**config.mk**
```make
export PLATFORM = sky130hd
export DESIGN_NAME = serial_frame_deframer_flat
export DESIGN_NICKNAME = d
export VERILOG_FILES = /design/src/rtl/core/sfd_pkg.sv /design/src/rtl/core/sfd_in_if.sv /design/src/rtl/core/sfd_out_if.sv /design/src/rtl/core/serial_frame_deframer.sv /design/src/flat_wrapper.sv
export SDC_FILE = /design/constraint.sdc
export NUM_CORES = 1
export LEC_CHECK = 0
export ABC_AREA = 0
export BUFFER_PORTS_ARGS = -buffer_cell sky130_fd_sc_hd__clkbuf_2
export CAP_MARGIN = 5
export CELL_PAD_IN_SITES_DETAIL_PLACEMENT = 1
export CELL_PAD_IN_SITES_GLOBAL_PLACEMENT = 2
export CORE_ASPECT_RATIO = 0.7
export CORE_MARGIN = 1.5
export CORE_UTILIZATION = 40
export CTS_BUF_LIST = sky130_fd_sc_hd__clkbuf_8
export DETAILED_ROUTE_END_ITERATION = 8
export GPL_ROUTABILITY_DRIVEN = 0
export GPL_TIMING_DRIVEN = 0
export HOLD_SLACK_MARGIN = 0.03
export PLACE_DENSITY = 0.92
export SKIP_LAST_GASP = 1
export SLEW_MARGIN = 25
export SYNTH_ARGS = -nofsm -noshare
export SYNTH_HDL_FRONTEND = slang
export SYNTH_SLANG_ARGS = --single-unit
```
**constraint.sdc**
```tcl
create_clock -name i_clk -period 4.8 [get_ports i_clk]
set_clock_uncertainty 0.15 [all_clocks]
set_input_delay 0.48 -clock i_clk [delete_from_list [all_inputs] [get_ports i_clk]]
set_output_delay 0.48 -clock i_clk [all_outputs]
set_load 0.005 [all_outputs]
```
**src/rtl/core/sfd_pkg.sv**
```systemverilog
// Package for the serial frame deframer: result event codes, field widths
// and the result word type. No dependencies.
package sfd_pkg;

    localparam int BYTE_W = 8;
    localparam int KIND_W = 2;

    localparam logic [KIND_W-1:0] EV_DATA      = 2'd0;
    localparam logic [KIND_W-1:0] EV_OK        = 2'd1;
    localparam logic [KIND_W-1:0] EV_BAD_SUM   = 2'd2;
    localparam logic [KIND_W-1:0] EV_BAD_START = 2'd3;

    typedef struct packed {
        logic [KIND_W-1:0] event_kind;
        logic [BYTE_W-1:0] msg_type;
        logic [BYTE_W-1:0] payload_byte;
        logic [BYTE_W-1:0] payload_index;
        logic [BYTE_W-1:0] computed_sum;
    } t_result;

endpackage

```
**src/rtl/core/sfd_in_if.sv**
```systemverilog
// Valid/ready channel that carries received bytes into the deframer.
// Depends on sfd_pkg.
interface sfd_in_if import sfd_pkg::*; ();
    logic              valid;
    logic              ready;
    logic [BYTE_W-1:0] rx_byte;

    modport source (output valid, output rx_byte, input ready);
    modport sink   (input valid, input rx_byte, output ready);
endinterface

```
**src/rtl/core/sfd_out_if.sv**
```systemverilog
// Valid/ready channel that carries deframer events out of the block.
// Depends on sfd_pkg.
interface sfd_out_if import sfd_pkg::*; ();
    logic              valid;
    logic              ready;
    logic [KIND_W-1:0] event_kind;
    logic [BYTE_W-1:0] msg_type;
    logic [BYTE_W-1:0] payload_byte;
    logic [BYTE_W-1:0] payload_index;
    logic [BYTE_W-1:0] computed_sum;

    modport source (output valid, output event_kind, output msg_type, output payload_byte,
                    output payload_index, output computed_sum, input ready);
    modport sink   (input valid, input event_kind, input msg_type, input payload_byte,
                    input payload_index, input computed_sum, output ready);
endinterface

```
**src/rtl/core/serial_frame_deframer.sv**
```systemverilog
// Serial frame deframer top level; uses sfd_pkg, sfd_in_if and sfd_out_if.
// Throughput: one word per cycle when not stalled; frame state is updated in the accept cycle.
// Each event is registered in the output register or the skid entry before it appears.
// An output register plus one skid entry let input words keep flowing while a
// result waits; the input stalls only when both are full.
// Reset (synchronous, active low) returns to idle, clears the start marker and empties the output.
module serial_frame_deframer import sfd_pkg::*; (
    input  logic              i_clk,
    input  logic              i_rst_n,
    input  logic              i_cfg_we,
    input  logic [BYTE_W-1:0] i_cfg_data,
    sfd_in_if.sink            i_rx,
    sfd_out_if.source         o_ev
);

    localparam logic [2:0] PH_IDLE = 3'd0;
    localparam logic [2:0] PH_LEN  = 3'd1;
    localparam logic [2:0] PH_TYPE = 3'd2;
    localparam logic [2:0] PH_DATA = 3'd3;
    localparam logic [2:0] PH_SUM  = 3'd4;

    logic [BYTE_W-1:0] r_start_marker;
    logic [2:0]        r_phase, n_phase;
    logic [BYTE_W-1:0] r_bytes_left, n_bytes_left;
    logic [BYTE_W-1:0] r_frame_type, n_frame_type;
    logic [BYTE_W-1:0] r_running_sum, n_running_sum;
    logic [BYTE_W-1:0] r_index_count, n_index_count;

    logic              r_out_valid, n_out_valid;
    logic              r_skid_valid, n_skid_valid;
    t_result           r_out, n_out;
    t_result           r_skid, n_skid;

    logic              accept;
    logic              emit;
    t_result           result;
    logic [BYTE_W-1:0] b;
    logic [BYTE_W-1:0] left_dec;
    logic [BYTE_W-1:0] sum_add;
    logic              take;

    assign b        = i_rx.rx_byte;
    assign accept   = i_rx.valid && i_rx.ready;
    assign left_dec = r_bytes_left - 1'b1;
    assign sum_add  = r_running_sum + b;

    always_comb begin
        n_phase       = r_phase;
        n_bytes_left  = r_bytes_left;
        n_frame_type  = r_frame_type;
        n_running_sum = r_running_sum;
        n_index_count = r_index_count;
        emit          = 1'b0;
        result        = '0;
        unique case (r_phase)
            PH_LEN: begin
                n_bytes_left = b;
                n_phase      = PH_TYPE;
            end
            PH_TYPE: begin
                if (r_bytes_left == '0) begin
                    // Zero length: the header is dropped without an event.
                    n_phase = PH_IDLE;
                end else begin
                    n_frame_type  = b;
                    n_running_sum = b;
                    n_index_count = '0;
                    n_bytes_left  = left_dec;
                    n_phase       = (left_dec == '0) ? PH_SUM : PH_DATA;
                end
            end
            PH_DATA: begin
                n_running_sum = sum_add;
                n_index_count = r_index_count + 1'b1;
                n_bytes_left  = left_dec;
                if (left_dec == '0) begin
                    n_phase = PH_SUM;
                end
                emit                 = 1'b1;
                result.event_kind    = EV_DATA;
                result.msg_type      = r_frame_type;
                result.payload_byte  = b;
                result.payload_index = r_index_count;
                result.computed_sum  = sum_add;
            end
            PH_SUM: begin
                n_phase              = PH_IDLE;
                emit                 = 1'b1;
                result.event_kind    = (b == r_running_sum) ? EV_OK : EV_BAD_SUM;
                result.msg_type      = r_frame_type;
                result.payload_byte  = b;
                result.computed_sum  = r_running_sum;
            end
            default: begin
                // Idle, and any unused phase code behaves as idle.
                if (b == r_start_marker) begin
                    n_phase = PH_LEN;
                end else begin
                    n_phase             = PH_IDLE;
                    emit                = 1'b1;
                    result.event_kind   = EV_BAD_START;
                    result.payload_byte = b;
                end
            end
        endcase
    end

    // Output register with one skid entry behind it.
    assign take = r_out_valid && o_ev.ready;

    always_comb begin
        n_out_valid  = r_out_valid;
        n_skid_valid = r_skid_valid;
        n_out        = r_out;
        n_skid       = r_skid;
        if (take || !r_out_valid) begin
            if (r_skid_valid) begin
                n_out        = r_skid;
                n_out_valid  = 1'b1;
                n_skid_valid = accept && emit;
                n_skid       = result;
            end else begin
                n_out_valid = accept && emit;
                n_out       = result;
            end
        end else if (accept && emit) begin
            n_skid_valid = 1'b1;
            n_skid       = result;
        end
    end

    always_ff @(posedge i_clk) begin
        if (!i_rst_n) begin
            r_start_marker <= '0;
            r_phase        <= PH_IDLE;
            r_bytes_left   <= '0;
            r_frame_type   <= '0;
            r_running_sum  <= '0;
            r_index_count  <= '0;
            r_out_valid    <= 1'b0;
            r_skid_valid   <= 1'b0;
        end else begin
            if (i_cfg_we) begin
                r_start_marker <= i_cfg_data;
            end
            if (accept) begin
                r_phase       <= n_phase;
                r_bytes_left  <= n_bytes_left;
                r_frame_type  <= n_frame_type;
                r_running_sum <= n_running_sum;
                r_index_count <= n_index_count;
            end
            r_out_valid  <= n_out_valid;
            r_skid_valid <= n_skid_valid;
        end
    end

    always_ff @(posedge i_clk) begin
        r_out  <= n_out;
        r_skid <= n_skid;
    end

    assign i_rx.ready         = !r_skid_valid;
    assign o_ev.valid         = r_out_valid;
    assign o_ev.event_kind    = r_out.event_kind;
    assign o_ev.msg_type      = r_out.msg_type;
    assign o_ev.payload_byte  = r_out.payload_byte;
    assign o_ev.payload_index = r_out.payload_index;
    assign o_ev.computed_sum  = r_out.computed_sum;

    a_skid_behind_out: assert property (@(posedge i_clk) disable iff (!i_rst_n)
        r_skid_valid |-> r_out_valid)
        else $error("skid entry holds a word while the output register is empty");

    a_sum_gives_event: assert property (@(posedge i_clk) disable iff (!i_rst_n)
        (accept && r_phase == PH_SUM) |=> r_out_valid)
        else $error("checksum byte produced no frame end event");

    a_data_has_bytes: assert property (@(posedge i_clk) disable iff (!i_rst_n)
        (r_phase == PH_DATA) |-> (r_bytes_left != '0))
        else $error("payload phase entered with no bytes left");

    a_len_to_type: assert property (@(posedge i_clk) disable iff (!i_rst_n)
        (accept && r_phase == PH_LEN) |=> (r_phase == PH_TYPE))
        else $error("length byte did not advance to the type phase");

endmodule
```
**src/flat_wrapper.sv**
```systemverilog
// flat-port wrapper written by rule: the top's interface ports become plain ports
module serial_frame_deframer_flat import sfd_pkg::*;
  (i_clk, i_rst_n, i_cfg_we, i_cfg_data, i_rx_valid, i_rx_rx_byte, i_rx_ready, o_ev_valid, o_ev_event_kind, o_ev_msg_type, o_ev_payload_byte, o_ev_payload_index, o_ev_computed_sum, o_ev_ready);
  sfd_in_if i_rx_i ();
  sfd_out_if o_ev_i ();
  input  logic i_clk;
  input  logic i_rst_n;
  input  logic i_cfg_we;
  input  logic [BYTE_W-1:0] i_cfg_data;
  input wire logic [$bits(i_rx_i.valid)-1:0] i_rx_valid;
  input wire logic [$bits(i_rx_i.rx_byte)-1:0] i_rx_rx_byte;
  output wire logic [$bits(i_rx_i.ready)-1:0] i_rx_ready;
  output wire logic [$bits(o_ev_i.valid)-1:0] o_ev_valid;
  output wire logic [$bits(o_ev_i.event_kind)-1:0] o_ev_event_kind;
  output wire logic [$bits(o_ev_i.msg_type)-1:0] o_ev_msg_type;
  output wire logic [$bits(o_ev_i.payload_byte)-1:0] o_ev_payload_byte;
  output wire logic [$bits(o_ev_i.payload_index)-1:0] o_ev_payload_index;
  output wire logic [$bits(o_ev_i.computed_sum)-1:0] o_ev_computed_sum;
  input wire logic [$bits(o_ev_i.ready)-1:0] o_ev_ready;
  assign i_rx_i.valid = i_rx_valid;
  assign i_rx_i.rx_byte = i_rx_rx_byte;
  assign i_rx_ready = i_rx_i.ready;
  assign o_ev_valid = o_ev_i.valid;
  assign o_ev_event_kind = o_ev_i.event_kind;
  assign o_ev_msg_type = o_ev_i.msg_type;
  assign o_ev_payload_byte = o_ev_i.payload_byte;
  assign o_ev_payload_index = o_ev_i.payload_index;
  assign o_ev_computed_sum = o_ev_i.computed_sum;
  assign o_ev_i.ready = o_ev_ready;
  serial_frame_deframer u_core (.i_clk(i_clk), .i_rst_n(i_rst_n), .i_cfg_we(i_cfg_we), .i_cfg_data(i_cfg_data), .i_rx(i_rx_i), .o_ev(o_ev_i));
endmodule
```
# [After elaboration in Yosys (flattened, before gate mapping)]
# Cells that the tools add are included.
[op_classes] add_sub_neg=3 bitwise_logic=1 eq_ne=9 n_reduce_logical=19 mux=29
[op_table] operator="two-way mux 34 bit" count=4
[op_table] operator="case mux 8 bit (2 select lines)" count=4
[op_table] operator="two-way mux 8 bit" count=6
[op_table] operator="case mux 8 bit (3 select lines)" count=1
[op_table] operator="equality test 8 bit" count=2
[op_table] operator="zero test 8 bit" count=2
[op_table] operator="case mux 3 bit (4 select lines)" count=1
[op_table] operator="two-way mux 3 bit" count=3
[op_table] operator="AND reduction 3 bit" count=3
[op_table] operator="adder 8 x 1 -> 8 bit, second input constant" count=1
[op_table] operator="adder 8 bit" count=1
[op_table] operator="subtractor 8 x 1 -> 8 bit, second input constant" count=1
[op_table] operator="equality test 3 x 2 -> 1 bit, second input constant" count=2
[op_table] operator="two-way mux 1 bit" count=6
[op_table] operator="two-way mux 2 bit" count=2
[op_table] operator="!= test 2 x 1 -> 1 bit, second input constant" count=2
[op_table] operator="case mux 2 bit (2 select lines)" count=1
[op_table] operator="AND reduction 2 bit" count=2
[op_table] operator="nonzero test 2 bit" count=2
[op_table] operator="OR reduction 2 bit" count=2
[op_table] operator="equality test 3 x 1 -> 1 bit, second input constant" count=1
[op_table] operator="equality test 3 bit, second input constant" count=1
[op_table] operator="logical AND 1 bit" count=3
[op_table] operator="nonzero test 3 bit" count=1
[op_table] operator="other kinds (6)" count=7
[totals] word_cells=79 inputBits=21 register_bits=113 output_inout_bits=36

# [Depth between registers and ports, before layout]
[logic_depth] ltp_word=6 mapped_depth=8 depth_no_buf=8

# [Least setup slack after synthesis]
# Ideal clock, no wire load.
[synth_path] path_kind="in2reg" from="input port o_ev_ready" to="register u_core.r_skid[0] (netlist bit) (enable)" slack_ns=1.825 n_path_buf=0 required_ns=4.256 arrival_ns=2.431 cell_stages=2 setup_ns=0.394 cell_sequence="nand2b_1 -> a22o_1"
[synth_via] elab_chain_cells=4 word_cells_on_any_way=5 classes_between="eq/ne: 1; reduce/logical: 4"
[synth_rtl] item="from (decl)" line="flat_wrapper.sv:19" text="input wire logic [$bits(o_ev_i.ready)-1:0] o_ev_ready;"
[synth_rtl] item="logical AND 1 bit (*)" line="serial_frame_deframer.sv:109" text="assign take = r_out_valid && o_ev.ready;"
[synth_rtl] item="logical OR 1 bit (*)" line="serial_frame_deframer.sv:116" text="if (take || !r_out_valid) begin"
[synth_rtl] item="!= test 2 x 1 -> 1 bit (no source line) or nonzero test 2 bit (tied branches)"
[synth_rtl] item="AND reduction 2 bit (no source line) (*)"
[synth_rtl] item="to (signal assigned)" line="serial_frame_deframer.sv:160" text="r_skid <= n_skid;"
[synth_rtl] item="to (decl)" line="serial_frame_deframer.sv:32" text="t_result r_skid, n_skid;"
# Every way passes the cells marked *; elsewhere a longest branch is shown, timed or not.
# A chain may end at the register's enable or synchronous reset.

# [Worst setup path in the final report]
[layout_path] from="input port i_rx_rx_byte[0]" to="register u_core.r_skid[1] (netlist bit) (enable)"
[layout_via] elab_chain_cells=6
[layout_rtl] item="from (decl)" line="flat_wrapper.sv:11" text="input wire logic [$bits(i_rx_i.rx_byte)-1:0] i_rx_rx_byte;"
[layout_rtl] item="equality test 8 bit" line="serial_frame_deframer.sv:96" text="if (b == r_start_marker) begin"
[layout_rtl] item="two-way mux 1 bit" line="serial_frame_deframer.sv:96"
[layout_rtl] item="case mux 1 bit (2 select lines)" line="serial_frame_deframer.sv:55" text="unique case (r_phase)"
[layout_rtl] item="logical AND 1 bit" line="serial_frame_deframer.sv:126" text="end else if (accept && emit) begin"
[layout_rtl] item="nonzero test 2 bit (no source line)"
[layout_rtl] item="AND reduction 2 bit (no source line)"
# No other way between the ends.

==> out/results.tsv <==
metric	value	unit
initial_core_util	41.4	%
synth_top_area_share	37.1	%
synth_nets	528	
detail-route-antenna-nets	0	
syn2layout_area_growth	17.3	%
final_nets	602	
setup_ws	1840	ps
cts_buffer_depth	2	
ctsResizeCount	0	
worstSetupPathType	in2reg	
drive_gt1_share	22.7	%
cts.htree.levels	4	
rsz0062_at_grt	no	
synthArstFlopShare	0	%
startpoint_type	primary input	
power_density	347	nW/um^2
slew_viol_final	0	
finalSetupViolCount	0	
die_x	143	um
dr_total_vias	4187	
grt_util_all_layers	22.0	%
path_clk_slew	70	ps
status	complete, no violations	
design_area	6450	um^2
regToRegSetupSlack	1860	ps
synth-edff-count	68	
die-area	14500	um^2
hp-class	in2reg	
yosys-top-cells-area	edfxtp_1 37%, dfxtp_1 16%, mux2_2 4.5%	
setup_tns	0	ps
grt_start_max_net_pins	29	
synth.most_common_cell	edfxtp_1	
leakage	2.54	nW
synthCells	495	
grt_pass1_vias	4320	
period_minus_slack	2960	ps
drt-pass1-iter-count	4	
yosysSeqAreaShare	53.5	%
finalCritPeriodShare	61.7	%
viasPerCell	5.46	
clock-root-buffer	clkbuf_8	
post_cts_buffers	0	
netlist-cell-type-count	62	
diodes	0	
num_rows	35	
cts_buffers	17	
syn_area_per_cell	11.1	um^2
crit_end	u_core.r_skid[1]$_DFFE_PP_	
slew_headroom	55.8	%
cp_data_arrival_time	3000	ps
drt_iter0_drc	260	
wirelength	14.9	mm
reg2reg_from	u_core.r_start_marker[7]$_SDFFE_PN0P_	
endpoint_kind	flop	
ys_top_cells_by_count	68 x edfxtp_1, 45 x dfxtp_1, 42 x nand2_1	
ir_drop	207	uV
coreArea	13300	um^2
maxClockFrequency	0.338	GHz
worst_slew_pin_slew	661	ps
antenna_found_initial	0	
dp_hpwl	10.5	mm
die_y	101	um
wl_per_cell	19.5	um
final_util	48.6	%
cap_violations	0	
cts_sinks	113	
worst-path-max-fanout	20	
ioPinCount	57	
grt.overflow.total	0	
synth_seq_cells	113	
port_buffers	53	
grt_pass1_wl	23.7	mm
cts_hold_buffers	0	
synth_flop_cell	edfxtp_1	
yosys.area.top_type	edfxtp_1	
n_fill_cell	1452	
clkLatencyLatePin	440	ps
tritoncts	done	
dpl_cell_area	6050	um^2
r2r-end	u_core.r_skid[1]$_DFFE_PP_	
finalHoldViolCount	0	
synth_area	5500	um^2
crit_path_start	i_rx_rx_byte[0]	
yosysWarnings	0	
drc	0	
worst-endpoint-required	4840	ps
post-place-ws	1400	ps
r2r_cells	7	
## kinds of logic (layout without fill, tap and decap cells)
group	count (synthesis)	count (layout)	synth area share, %
and+or+nand+nor	172	172	16.5
DFF	113	113	53.5
AOI/OAI and AO/OA	98	98	13.1
muxes	41	41	7.97
buffers and inverters	41	128	3.19
xor gates and xnor gates	18	18	2.87
adders and majority gates	12	12	2.87
## cell type report
type	instances	area (um^2)	area share, %
multi-input cells	341	2390	37.0
plain buffers	29	130	2.02
clock inverters	13	135	2.10
clock buffers	19	262	4.06
inverters	12	45.0	0.699
flip-flops and latches	113	2940	45.6
repair buffers	55	313	4.85
well taps	185	231	3.59
## cell usage in the layout (no fill, tap or decap), drive strengths merged, types with 3 or more instances in the layout
cell type  count
nor2b         23
ha            11
clkinvlp       3
a31oi          5
mux2          22
nor4           6
a31o          10
nor3           8
buf            8
edfxtp        68
clkbuf        95
xor2           4
mux2i         19
a211o          3
o31ai          5
xnor2         14
a2bb2oi        3
o211ai         3
a21boi         5
o211a          3
a21oi         12
nand2         42
a21o           3
nand3          8
a211oi         5
o21ai         24
nand2b         6
dfxtp         45
clkinv         5
and2          34
o22ai          3
inv           15
nand4          6
nor2          25
## critical path, stage by stage
cell and delay, ps:
clkbuf_2 100, buf_2 240, xnor2_1 150, nand4_1 210, o21ai_0 490, nand3_1 380, clkbuf_2 290, a22o_2 400
buf_16 230
## through the flow
stage                     hold slack [ps]  total power (W)  std cells
final                                 158          0.00224        767
after detailed placement              353          0.00134        735
after floorplan                       319          0.00125        495
after global placement                336          0.00133        733
after CTS                             149          0.00225        767
after global routing                  158          0.00232        767
## power breakdown
group	switching, W	internal [W]
clock	0.000425	0.000488
sequential	0.0000194	0.00108
combinational	0.000136	0.0000880
total	0.000580	0.00166
## routing by layer
| metal | GRT usage [%] | part of all wire [%] | vias to the layer above |
|---|---|---|---|
| li1 | - | - | 1958 |
| met1 | 29.6 | 48 | 2089 |
| met2 | 35.3 | 45 | 112 |
| met3 | 4.61 | 5.0 | 28 |
| met4 | 7.45 | 1.8 | 0 |
| met5 | 0 | 0 | - |
## worst min-delay path by stage
stage                                              startpoint                               endpoint  depth (start not counted)
final                                           i_cfg_data[1]  u_core.r_start_marker[1]$_SDFFE_PN0P_                          3
after global routing                            i_cfg_data[3]  u_core.r_start_marker[3]$_SDFFE_PN0P_                          3
after CTS                                       i_cfg_data[1]  u_core.r_start_marker[1]$_SDFFE_PN0P_                          3
after detailed placement  u_core.r_frame_type[5]$_SDFFE_PN0P_    u_core.r_frame_type[5]$_SDFFE_PN0P_                          2
after global placement    u_core.r_bytes_left[7]$_SDFFE_PN0P_    u_core.r_bytes_left[7]$_SDFFE_PN0P_                          2
after floorplan           u_core.r_bytes_left[1]$_SDFFE_PN0P_    u_core.r_bytes_left[1]$_SDFFE_PN0P_                          2
## registers in the layout, summed over array words and instances, names as in the netlist
signal                     count
u_core.o_ev.msg_type           8
u_core.r_skid                 34
u_core.o_ev.computed_sum       8
u_core.o_ev.payload_byte       8
u_core.r_phase                 3
u_core.r_bytes_left            8
u_core.o_ev.event_kind         2
u_core.o_ev.payload_index      8
u_core.o_ev.valid              1
u_core.r_skid_valid            1
u_core.r_start_marker          8
u_core.r_running_sum           8
u_core.r_index_count           8
u_core.r_frame_type            8
No activity file was read; power rests on OpenSTA's default activity.
